$ cat config.mk
export PLATFORM = sky130hd
export DESIGN_NAME = bgcr_rowlim
export DESIGN_NICKNAME = d
export VERILOG_FILES = /design/src/rtl/core/bgcr_pkg.sv /design/src/rtl/core/bgcr_rowlim.sv
export SDC_FILE = /design/constraint.sdc
export NUM_CORES = 1
export LEC_CHECK = 0
export ABC_AREA = 1
export BUFFER_PORTS_ARGS = -buffer_cell sky130_fd_sc_hd__buf_2
export CAP_MARGIN = 20
export CELL_PAD_IN_SITES_DETAIL_PLACEMENT = 0
export CELL_PAD_IN_SITES_GLOBAL_PLACEMENT = 1
export CORE_ASPECT_RATIO = 1.5
export CORE_UTILIZATION = 39
export CTS_CLUSTER_SIZE = 10
export DETAILED_ROUTE_END_ITERATION = 10
export PLACE_DENSITY_LB_ADDON = 0.05
export SLEW_MARGIN = 30
export SYNTH_ARGS = -nofsm -noshare
export SYNTH_HDL_FRONTEND = slang
export SYNTH_SLANG_ARGS = --single-unit
export TNS_END_PERCENT = 1
$ cat constraint.sdc
create_clock -name clk -period 2.8 [get_ports clk]
set_clock_uncertainty 0.05 [all_clocks]
set_input_delay 0.28 -clock clk [delete_from_list [all_inputs] [get_ports clk]]
set_output_delay 0.28 -clock clk [all_outputs]
set_load 0.01 [all_outputs]
$ cat src/rtl/core/bgcr_pkg.sv
// Shared types and constants for the bitmap glyph column renderer.
`timescale 1ns / 1ps
`default_nettype none
package bgcr_pkg;

    localparam int FIRST_CODE     = 32;
    localparam int GLYPH_COUNT    = 96;
    localparam int GLYPH_COLUMNS  = 19;
    localparam int GLYPH_ROWS     = 21;
    localparam int COL_BYTES      = (GLYPH_ROWS + 7) / 8;
    localparam int RECORD_BYTES   = 1 + GLYPH_COLUMNS * COL_BYTES;
    localparam int STORE_DEPTH    = GLYPH_COUNT * RECORD_BYTES;
    localparam int MASK_ROWS      = 24;
    localparam int VRAM_LIMIT     = 393215;
    localparam int SCREEN_WIDTH_RESET = 480;

    localparam int STORE_ADDR_W   = 13;
    localparam int BYTE_W         = 8;
    localparam int STRIDE_W       = 11;
    localparam int POS_W          = 10;
    localparam int COLOR_W        = 8;
    localparam int CODE_W         = 8;
    localparam int COL_ADDR_W     = 21;
    localparam int ROW_ADDR_W     = 22;
    localparam int PROD_W         = STRIDE_W + POS_W;
    localparam int GLYPH_IDX_W    = $clog2(GLYPH_COUNT);
    localparam int COL_CNT_W      = (GLYPH_COLUMNS > 1) ? $clog2(GLYPH_COLUMNS) : 1;
    localparam int ROW_CNT_W      = $clog2(MASK_ROWS);
    localparam int ROW_NUM_W      = $clog2(MASK_ROWS + 1);

    localparam logic CMD_LOAD   = 1'b0;
    localparam logic CMD_RENDER = 1'b1;

    typedef enum logic [3:0] {
        ST_IDLE,
        ST_SETUP,
        ST_BASE,
        ST_LIMIT,
        ST_COL0,
        ST_COL1,
        ST_COL2,
        ST_EMIT,
        ST_BAD
    } state_t;

    typedef struct packed {
        logic                  start;
        logic                  step;
        logic [ROW_ADDR_W-1:0] addr;
    } lim_ctl_t;

    typedef struct packed {
        logic                 busy;
        logic [MASK_ROWS-1:0] thermo;
    } lim_sts_t;

endpackage
`default_nettype wire

$ cat src/rtl/core/bgcr_rowlim.sv
// Row limit tracker: count of glyph rows that stay inside the frame buffer.
`timescale 1ns / 1ps
`default_nettype none
module bgcr_rowlim (
    input  wire logic                              clk,
    input  wire logic                              rst_n,
    input  wire logic [bgcr_pkg::STRIDE_W-1:0]     stride,
    input  wire bgcr_pkg::lim_ctl_t                ctl,
    output      bgcr_pkg::lim_sts_t                sts
);

    localparam logic [bgcr_pkg::ROW_ADDR_W-1:0] LIMIT_ADDR =
        bgcr_pkg::ROW_ADDR_W'(bgcr_pkg::VRAM_LIMIT);
    localparam logic [bgcr_pkg::ROW_CNT_W-1:0] LAST_ROW =
        bgcr_pkg::ROW_CNT_W'(bgcr_pkg::MASK_ROWS - 1);

    logic                              busy_reg,  busy_next;
    logic [bgcr_pkg::ROW_CNT_W-1:0]    row_reg,   row_next;
    logic [bgcr_pkg::ROW_NUM_W-1:0]    k_reg,     k_next;
    logic [bgcr_pkg::ROW_ADDR_W-1:0]   probe_reg, probe_next;
    logic [bgcr_pkg::ROW_ADDR_W-1:0]   edge_reg,  edge_next;
    logic [bgcr_pkg::ROW_ADDR_W-1:0]   stride_ext;
    logic [bgcr_pkg::ROW_ADDR_W-1:0]   edge_inc;

    assign stride_ext = bgcr_pkg::ROW_ADDR_W'(stride);
    assign edge_inc   = edge_reg + bgcr_pkg::ROW_ADDR_W'(1);

    always_comb
    begin
        busy_next  = busy_reg;
        row_next   = row_reg;
        k_next     = k_reg;
        probe_next = probe_reg;
        edge_next  = edge_reg;
        priority if (ctl.start)
        begin
            busy_next  = 1'b1;
            row_next   = '0;
            k_next     = '0;
            probe_next = ctl.addr;
        end
        else if (busy_reg)
        begin
            if (probe_reg <= LIMIT_ADDR)
            begin
                k_next    = bgcr_pkg::ROW_NUM_W'(row_reg) + bgcr_pkg::ROW_NUM_W'(1);
                edge_next = probe_reg;
            end
            probe_next = probe_reg + stride_ext;
            if (row_reg == LAST_ROW)
            begin
                busy_next = 1'b0;
            end
            else
            begin
                row_next = row_reg + bgcr_pkg::ROW_CNT_W'(1);
            end
        end
        else if (ctl.step && (k_reg != '0))
        begin
            if (edge_inc > LIMIT_ADDR)
            begin
                if ((stride == '0) || (k_reg == bgcr_pkg::ROW_NUM_W'(1)))
                begin
                    k_next = '0;
                end
                else
                begin
                    k_next    = k_reg - bgcr_pkg::ROW_NUM_W'(1);
                    edge_next = edge_inc - stride_ext;
                end
            end
            else
            begin
                edge_next = edge_inc;
            end
        end
    end

    always_ff @(posedge clk or negedge rst_n)
    begin
        if (!rst_n)
        begin
            busy_reg <= 1'b0;
            row_reg  <= '0;
            k_reg    <= '0;
        end
        else
        begin
            busy_reg <= busy_next;
            row_reg  <= row_next;
            k_reg    <= k_next;
        end
    end

    always_ff @(posedge clk)
    begin
        probe_reg <= probe_next;
        edge_reg  <= edge_next;
    end

    always_comb
    begin
        sts.busy = busy_reg;
        for (int j = 0; j < bgcr_pkg::MASK_ROWS; j++)
        begin
            sts.thermo[j] = (bgcr_pkg::ROW_NUM_W'(j) < k_reg);
        end
    end

endmodule
`default_nettype wire

After elaboration in Yosys (flattened, before gate mapping)
Index checks and enable logic that the tools add are counted.
{"block": "word_totals", "register_bits": 55, "output_inout_bits": 25, "wordCells": 73}
{"block": "classes", "magnitude_cmp": 26, "n_bitwise": 1, "eq_ne": 6, "n_addsub": 5, "n_reduce_logical": 11, "mux": 19}
{"cell": "$mux W22", "n": 7}
{"cell": "$mux W5", "n": 9}
{"cell": "$lt A4 B5 Y1 const A", "n": 8}
{"cell": "$lt A5 B5 Y1 const A", "n": 8}
{"cell": "$add A22 B1 Y22 const B", "n": 1}
{"cell": "$add A22 B11 Y22", "n": 1}
{"cell": "$gt A22 B19 Y1 const B", "n": 1}
{"cell": "$le A22 B19 Y1 const B", "n": 1}
{"cell": "$sub A22 B11 Y22", "n": 1}
{"cell": "$lt A3 B5 Y1 const A", "n": 4}
{"cell": "$logic_not A11 Y1", "n": 1}
{"cell": "$lt A1 B5 Y1 const A", "n": 2}
{"cell": "$lt A2 B5 Y1 const A", "n": 2}
{"cell": "$reduce_bool A3 Y1", "n": 2}
{"cell": "$add A5 B1 Y5 const B", "n": 1}
{"cell": "$eq A5 B1 Y1 const B", "n": 1}
{"cell": "$eq A5 B5 Y1 const B", "n": 1}
{"cell": "$reduce_bool A5 Y1", "n": 1}
{"cell": "$sub A5 B1 Y5 const B", "n": 1}
{"cell": "$reduce_and A4 Y1", "n": 1}
{"cell": "$reduce_bool A2 Y1", "n": 2}
{"cell": "$mux W1", "n": 3}
{"cell": "$ne A3 B2 Y1 const B", "n": 1}
{"cell": "$ne A3 B3 Y1 const B", "n": 1}
{"cell": "7 further kinds", "n": 7}

Depth between registers and ports, before layout
{"block": "depth", "ltp_word": 7, "depth_mapped": 20, "ltp_nobuf": 20}

Worst setup path before layout
Ideal clock, no wire load.
{"block": "synth_path", "path_type": "register -> register", "start": "register busy_reg", "end": "register edge_reg[0] (netlist name) (enable)", "slack_ns": -0.075, "required_time_ns": 2.318, "n_path_buf": 0, "stages_incl_launch_ff": 5, "arrival_ns": 2.394, "cell_sequence": "dfrtp_1 -> clkinv_1 -> nor2_1 -> inv_1 -> o21ai_0"}
{"block": "synth_via", "elab_chain_cells": 2, "elab_cells_between_ends": 4, "cone_classes": "eq/ne (2); reduce/logical (2)"}
{"item": "start, declared", "line": "bgcr_rowlim.sv:17", "text": "logic busy_reg, busy_next;"}
{"item": "start signal, assigned", "line": "bgcr_rowlim.sv:90", "text": "busy_reg <= busy_next;"}
{"item": "$ne A3 B3 Y1 (no line) (tied with other cells)"}
{"item": "$reduce_and A4 Y1 (no line) (*)"}
{"item": "end signal, assigned", "line": "bgcr_rowlim.sv:99", "text": "edge_reg <= edge_next;"}
{"item": "end, declared", "line": "bgcr_rowlim.sv:21", "text": "logic [bgcr_pkg::ROW_ADDR_W-1:0] edge_reg, edge_next;"}
Mark *: on every way between the ends. The rest lies on a longest branch, timed or not.
A chain may end at the register's enable or synchronous reset.

Worst setup path after layout
{"block": "layout_path", "start": "register edge_reg[1] (netlist name)", "end": "register edge_reg[19] (netlist name), data pin"}
{"block": "layout_via", "elab_chain_cells": 6, "elab_cells_between_ends": 7, "cone_classes": "add/sub (2); order compare (1); mux (4)"}
{"item": "$add A22 B1 Y22 (*)", "line": "bgcr_rowlim.sv:26", "text": "assign edge_inc = edge_reg + bgcr_pkg::ROW_ADDR_W'(1);"}
{"item": "$sub A22 B11 Y22", "line": "bgcr_rowlim.sv:70", "text": "edge_next = edge_inc - stride_ext;"}
{"item": "$mux W22", "line": "bgcr_rowlim.sv:63", "text": "if ((stride == '0) || (k_reg == bgcr_pkg::ROW_NUM_W'(1)))"}
{"item": "$mux W22 (*)", "line": "bgcr_rowlim.sv:61", "text": "if (edge_inc > LIMIT_ADDR)"}
{"item": "$mux W22 (*)", "line": "bgcr_rowlim.sv:59", "text": "else if (ctl.step && (k_reg != '0))"}
{"item": "$mux W22 (*)", "line": "bgcr_rowlim.sv:42", "text": "else if (busy_reg)"}
Mark *: on every way between the ends. The rest lies on a longest branch, timed or not. The select of a mux whose other input is x is not followed.

==> results.txt <==
Final WL: 13800 microns
Fin. Hold Viols: 0
Cts bufs inserted: 5
Setup ws final: -0.01249 ns
Worst rel slew slack: 64.99%
Largest net degree at the start of global routing: 30
CP max FO: 4
# DRC: 0
Clock sinks: 55
Highest clock rate: 0.3556 GHz
Worst skew pair latency: 0.30 ns
Register area share after synthesis: 32.10%
Failing checks: negative setup slack
Leak Pwr: 2.938 nW
Antenna violations before repair: 0
Measured slew at the worst slew-check pin: 0.5220 ns
Die area: 13220 sq um
Status: finished with violations
Syn Area/Cell: 7.015 sq um
Synth Flop Type: edfxtp_1
Seq pwr share: 40.6%
Post-synth EDFFs: 44
HP Start: ctl[0]
H-tree levels: 2
R2r setup slk: -0.01 ns
Crit end category: register
Crit Reg-Reg Startpoint: edge_reg[1]$_DFFE_PP_
Most frequent cells in the layout: nand2_1 (186), inv_1 (97), nor2_1 (65)
Switching Fraction: 35.14%
Post-DP HPWL: 11230 microns
Yosys cell types: 46
FP Rows: 50
Asr flop ratio synth: 20.00%
Worst hold endpoint: probe_reg[0]$_DFFE_PN_
Drt initial violations: 165
Pwr dens: 438.6 nW/um^2
Fin area: 6042 sq um
Routability cong.: 0.8504
Crit start category: register
Routed WL per cell: 14.31 microns
Overall Global Routing Usage: 21.83%
CTS clk-pin slew, worst paths: 0.08 ns
Most common cell after layout, fill and taps aside: nand2_1
Hold path cells: 3
Post-place instance area: 5717 sq um
WP data arrival: 2.82 ns
Synth Register Bits: 55
Vias in the first global route: 4740
Worst Path Required: 2.81 ns
I/O Buffers: 61
Die Height: 140.3 microns
Area Overhead vs Synth: 21.48%
ANT cells: 0
Area of the multi-input gates: 3053 sq um
Gate power share: 35.6%
First-pass GRT wire length: 22500 microns
DR vias/cell: 4.951
FILL cells: 1287
CTS tree: built
Starting Density: 39.95%
Slew Limit Fails: 0
CP Class: register to register
Synthesis Warnings: 0
Sequential cell area: 1597 sq um
Hold Path Class: input port to register
Share of cells above drive strength 1: 22.03%
Setup-failing EPs final: 1
R2R depth: 17
Tot Pwr: 0.002650 W
Final min period: 2.812 ns
Peak VDD IR: 0.3150 mV
Clk root buf: clkbuf_16
Synthesized Nets: 776
Total core area: 12450 sq um
Clock network fraction of total power: 23.7%
DP Worst Slack: -0.1263 ns
Internal power: 0.001719 W
Layout Nets: 874
R2R Path End: edge_reg[19]$_DFFE_PP_
Grt total ovfl: 0
Max_cap viols: 0
Num ports: 62
Post-route clock period utilization: 100.4%
Post-DRT Antenna Nets: 0
Unrepaired setup endpoints after global routing: yes
Post-Synthesis Cell Area: 4974 sq um
Clock buffer depth: 2
Post-synthesis cell count: 709
WHS: 0.2080 ns
DR pass1 iterations: 4
Die width: 94.21 microns
Via count: 4773
Psw: 0.0009311 W
## synthesized netlist by cell type (4+ instances only)
| cell type | instances | share of area [%] |
|---|---|---|
| xor2_1 | 21 | 3.7 |
| o22ai_1 | 4 | 0.50 |
| dfrtp_1 | 11 | 5.5 |
| a31oi_1 | 7 | 0.88 |
| nand3_1 | 33 | 3.3 |
| nand2_2 | 6 | 0.75 |
| a21oi_1 | 22 | 2.2 |
| xnor2_1 | 8 | 1.4 |
| o21ai_0 | 53 | 5.3 |
| ha_1 | 28 | 7.0 |
| edfxtp_1 | 44 | 27 |
| clkbuf_1 | 10 | 0.75 |
| or2_2 | 6 | 0.75 |
| o21bai_1 | 5 | 0.75 |
| a21oi_2 | 5 | 0.88 |
| nor3_1 | 4 | 0.40 |
| nand4_1 | 14 | 1.8 |
| inv_1 | 99 | 7.5 |
| nor2_1 | 68 | 5.1 |
| nand2_1 | 192 | 14 |
| o21ai_1 | 24 | 2.4 |
| nor2_2 | 9 | 1.1 |
## worst max path at each step
stage,to,slack [ns],from
CTS,edge_reg[19]$_DFFE_PP_,0.008,edge_reg[1]$_DFFE_PP_
floorplan,edge_reg[0]$_DFFE_PP_,0.08,edge_reg[0]$_DFFE_PP_
global route,edge_reg[21]$_DFFE_PP_,-0.20,edge_reg[1]$_DFFE_PP_
finish,edge_reg[19]$_DFFE_PP_,-0.01,edge_reg[1]$_DFFE_PP_
detailed placement,edge_reg[19]$_DFFE_PP_,-0.13,edge_reg[1]$_DFFE_PP_
global placement,edge_reg[19]$_DFFE_PP_,-0.06,edge_reg[0]$_DFFE_PP_
## routing by layer
metal	vias to the layer above	global-route usage, %	wire length [microns]
met1	2185	25.67	5895
met3	7	2.660	338
met4	0	4.534	116
li1	2513	-	-
met5	-	0	0
met2	68	41.27	7449
## final cells by class
cell class                 count  share of cell area [%]
clock buffer                   6                   2.133
clock inverter                 2                  0.2278
inverter                     104                   6.502
multi-input combinational    535                   50.53
sequential                    55                   26.42
tap                          156                   3.230
timing repair buffer         106                   10.95
## through the flow
| step | utilization (%) | cells | setup TNS [ns] |
|---|---|---|---|
| after floorplan | - | 709 | 0 |
| after global placement | 45.92 | 951 | -0.1879 |
| after detailed placement | 45.92 | 951 | -0.5336 |
| after CTS | 47.67 | 960 | 0 |
| after global routing | 48.53 | 964 | -1.918 |
| final | 48.53 | 964 | -0.01249 |
## power by group through the flow
stage               logic (W)  clock network (W)  registers [W]
floorplan            0.000632                  0        0.00107
CTS                  0.000929           0.000640        0.00108
global placement     0.000905                  0        0.00109
finish               0.000944           0.000629        0.00108
global route          0.00108           0.000663        0.00109
detailed placement   0.000913                  0        0.00109
## cells by family after synthesis
family          Yosys count  share of synthesized area, %
flops                    55                         32.10
buf+inv                 119                         9.384
compound gates          131                         14.87
fa+ha+maj                30                         7.849
simple gates            345                         30.69
xor+xnor                 29                         5.107
## worst max-delay path: stages (launching register included)
cell,delay [ns]
edfxtp_1,0.42
ha_2,0.20
nand2_2,0.07
nor2_4,0.15
nand2_2,0.10
xnor2_2,0.25
ha_4,0.26
nand2_2,0.07
nand2_2,0.05
a31oi_2,0.17
o21ai_2,0.08
nor2_2,0.11
buf_4,0.15
nand3_4,0.10
nor2_4,0.12
nand3_1,0.07
nand3_1,0.10
nand2_1,0.06
## repair_timing
action                     in CTS  in global routing
hold endpoints to repair       11                  0
gates resized for setup        14                 23
pin swaps                       6                 15
setup buffers                   0                  4
setup endpoints to repair      11                 17
hold buffers                    1                  0
(Power assumes the default switching activity.)
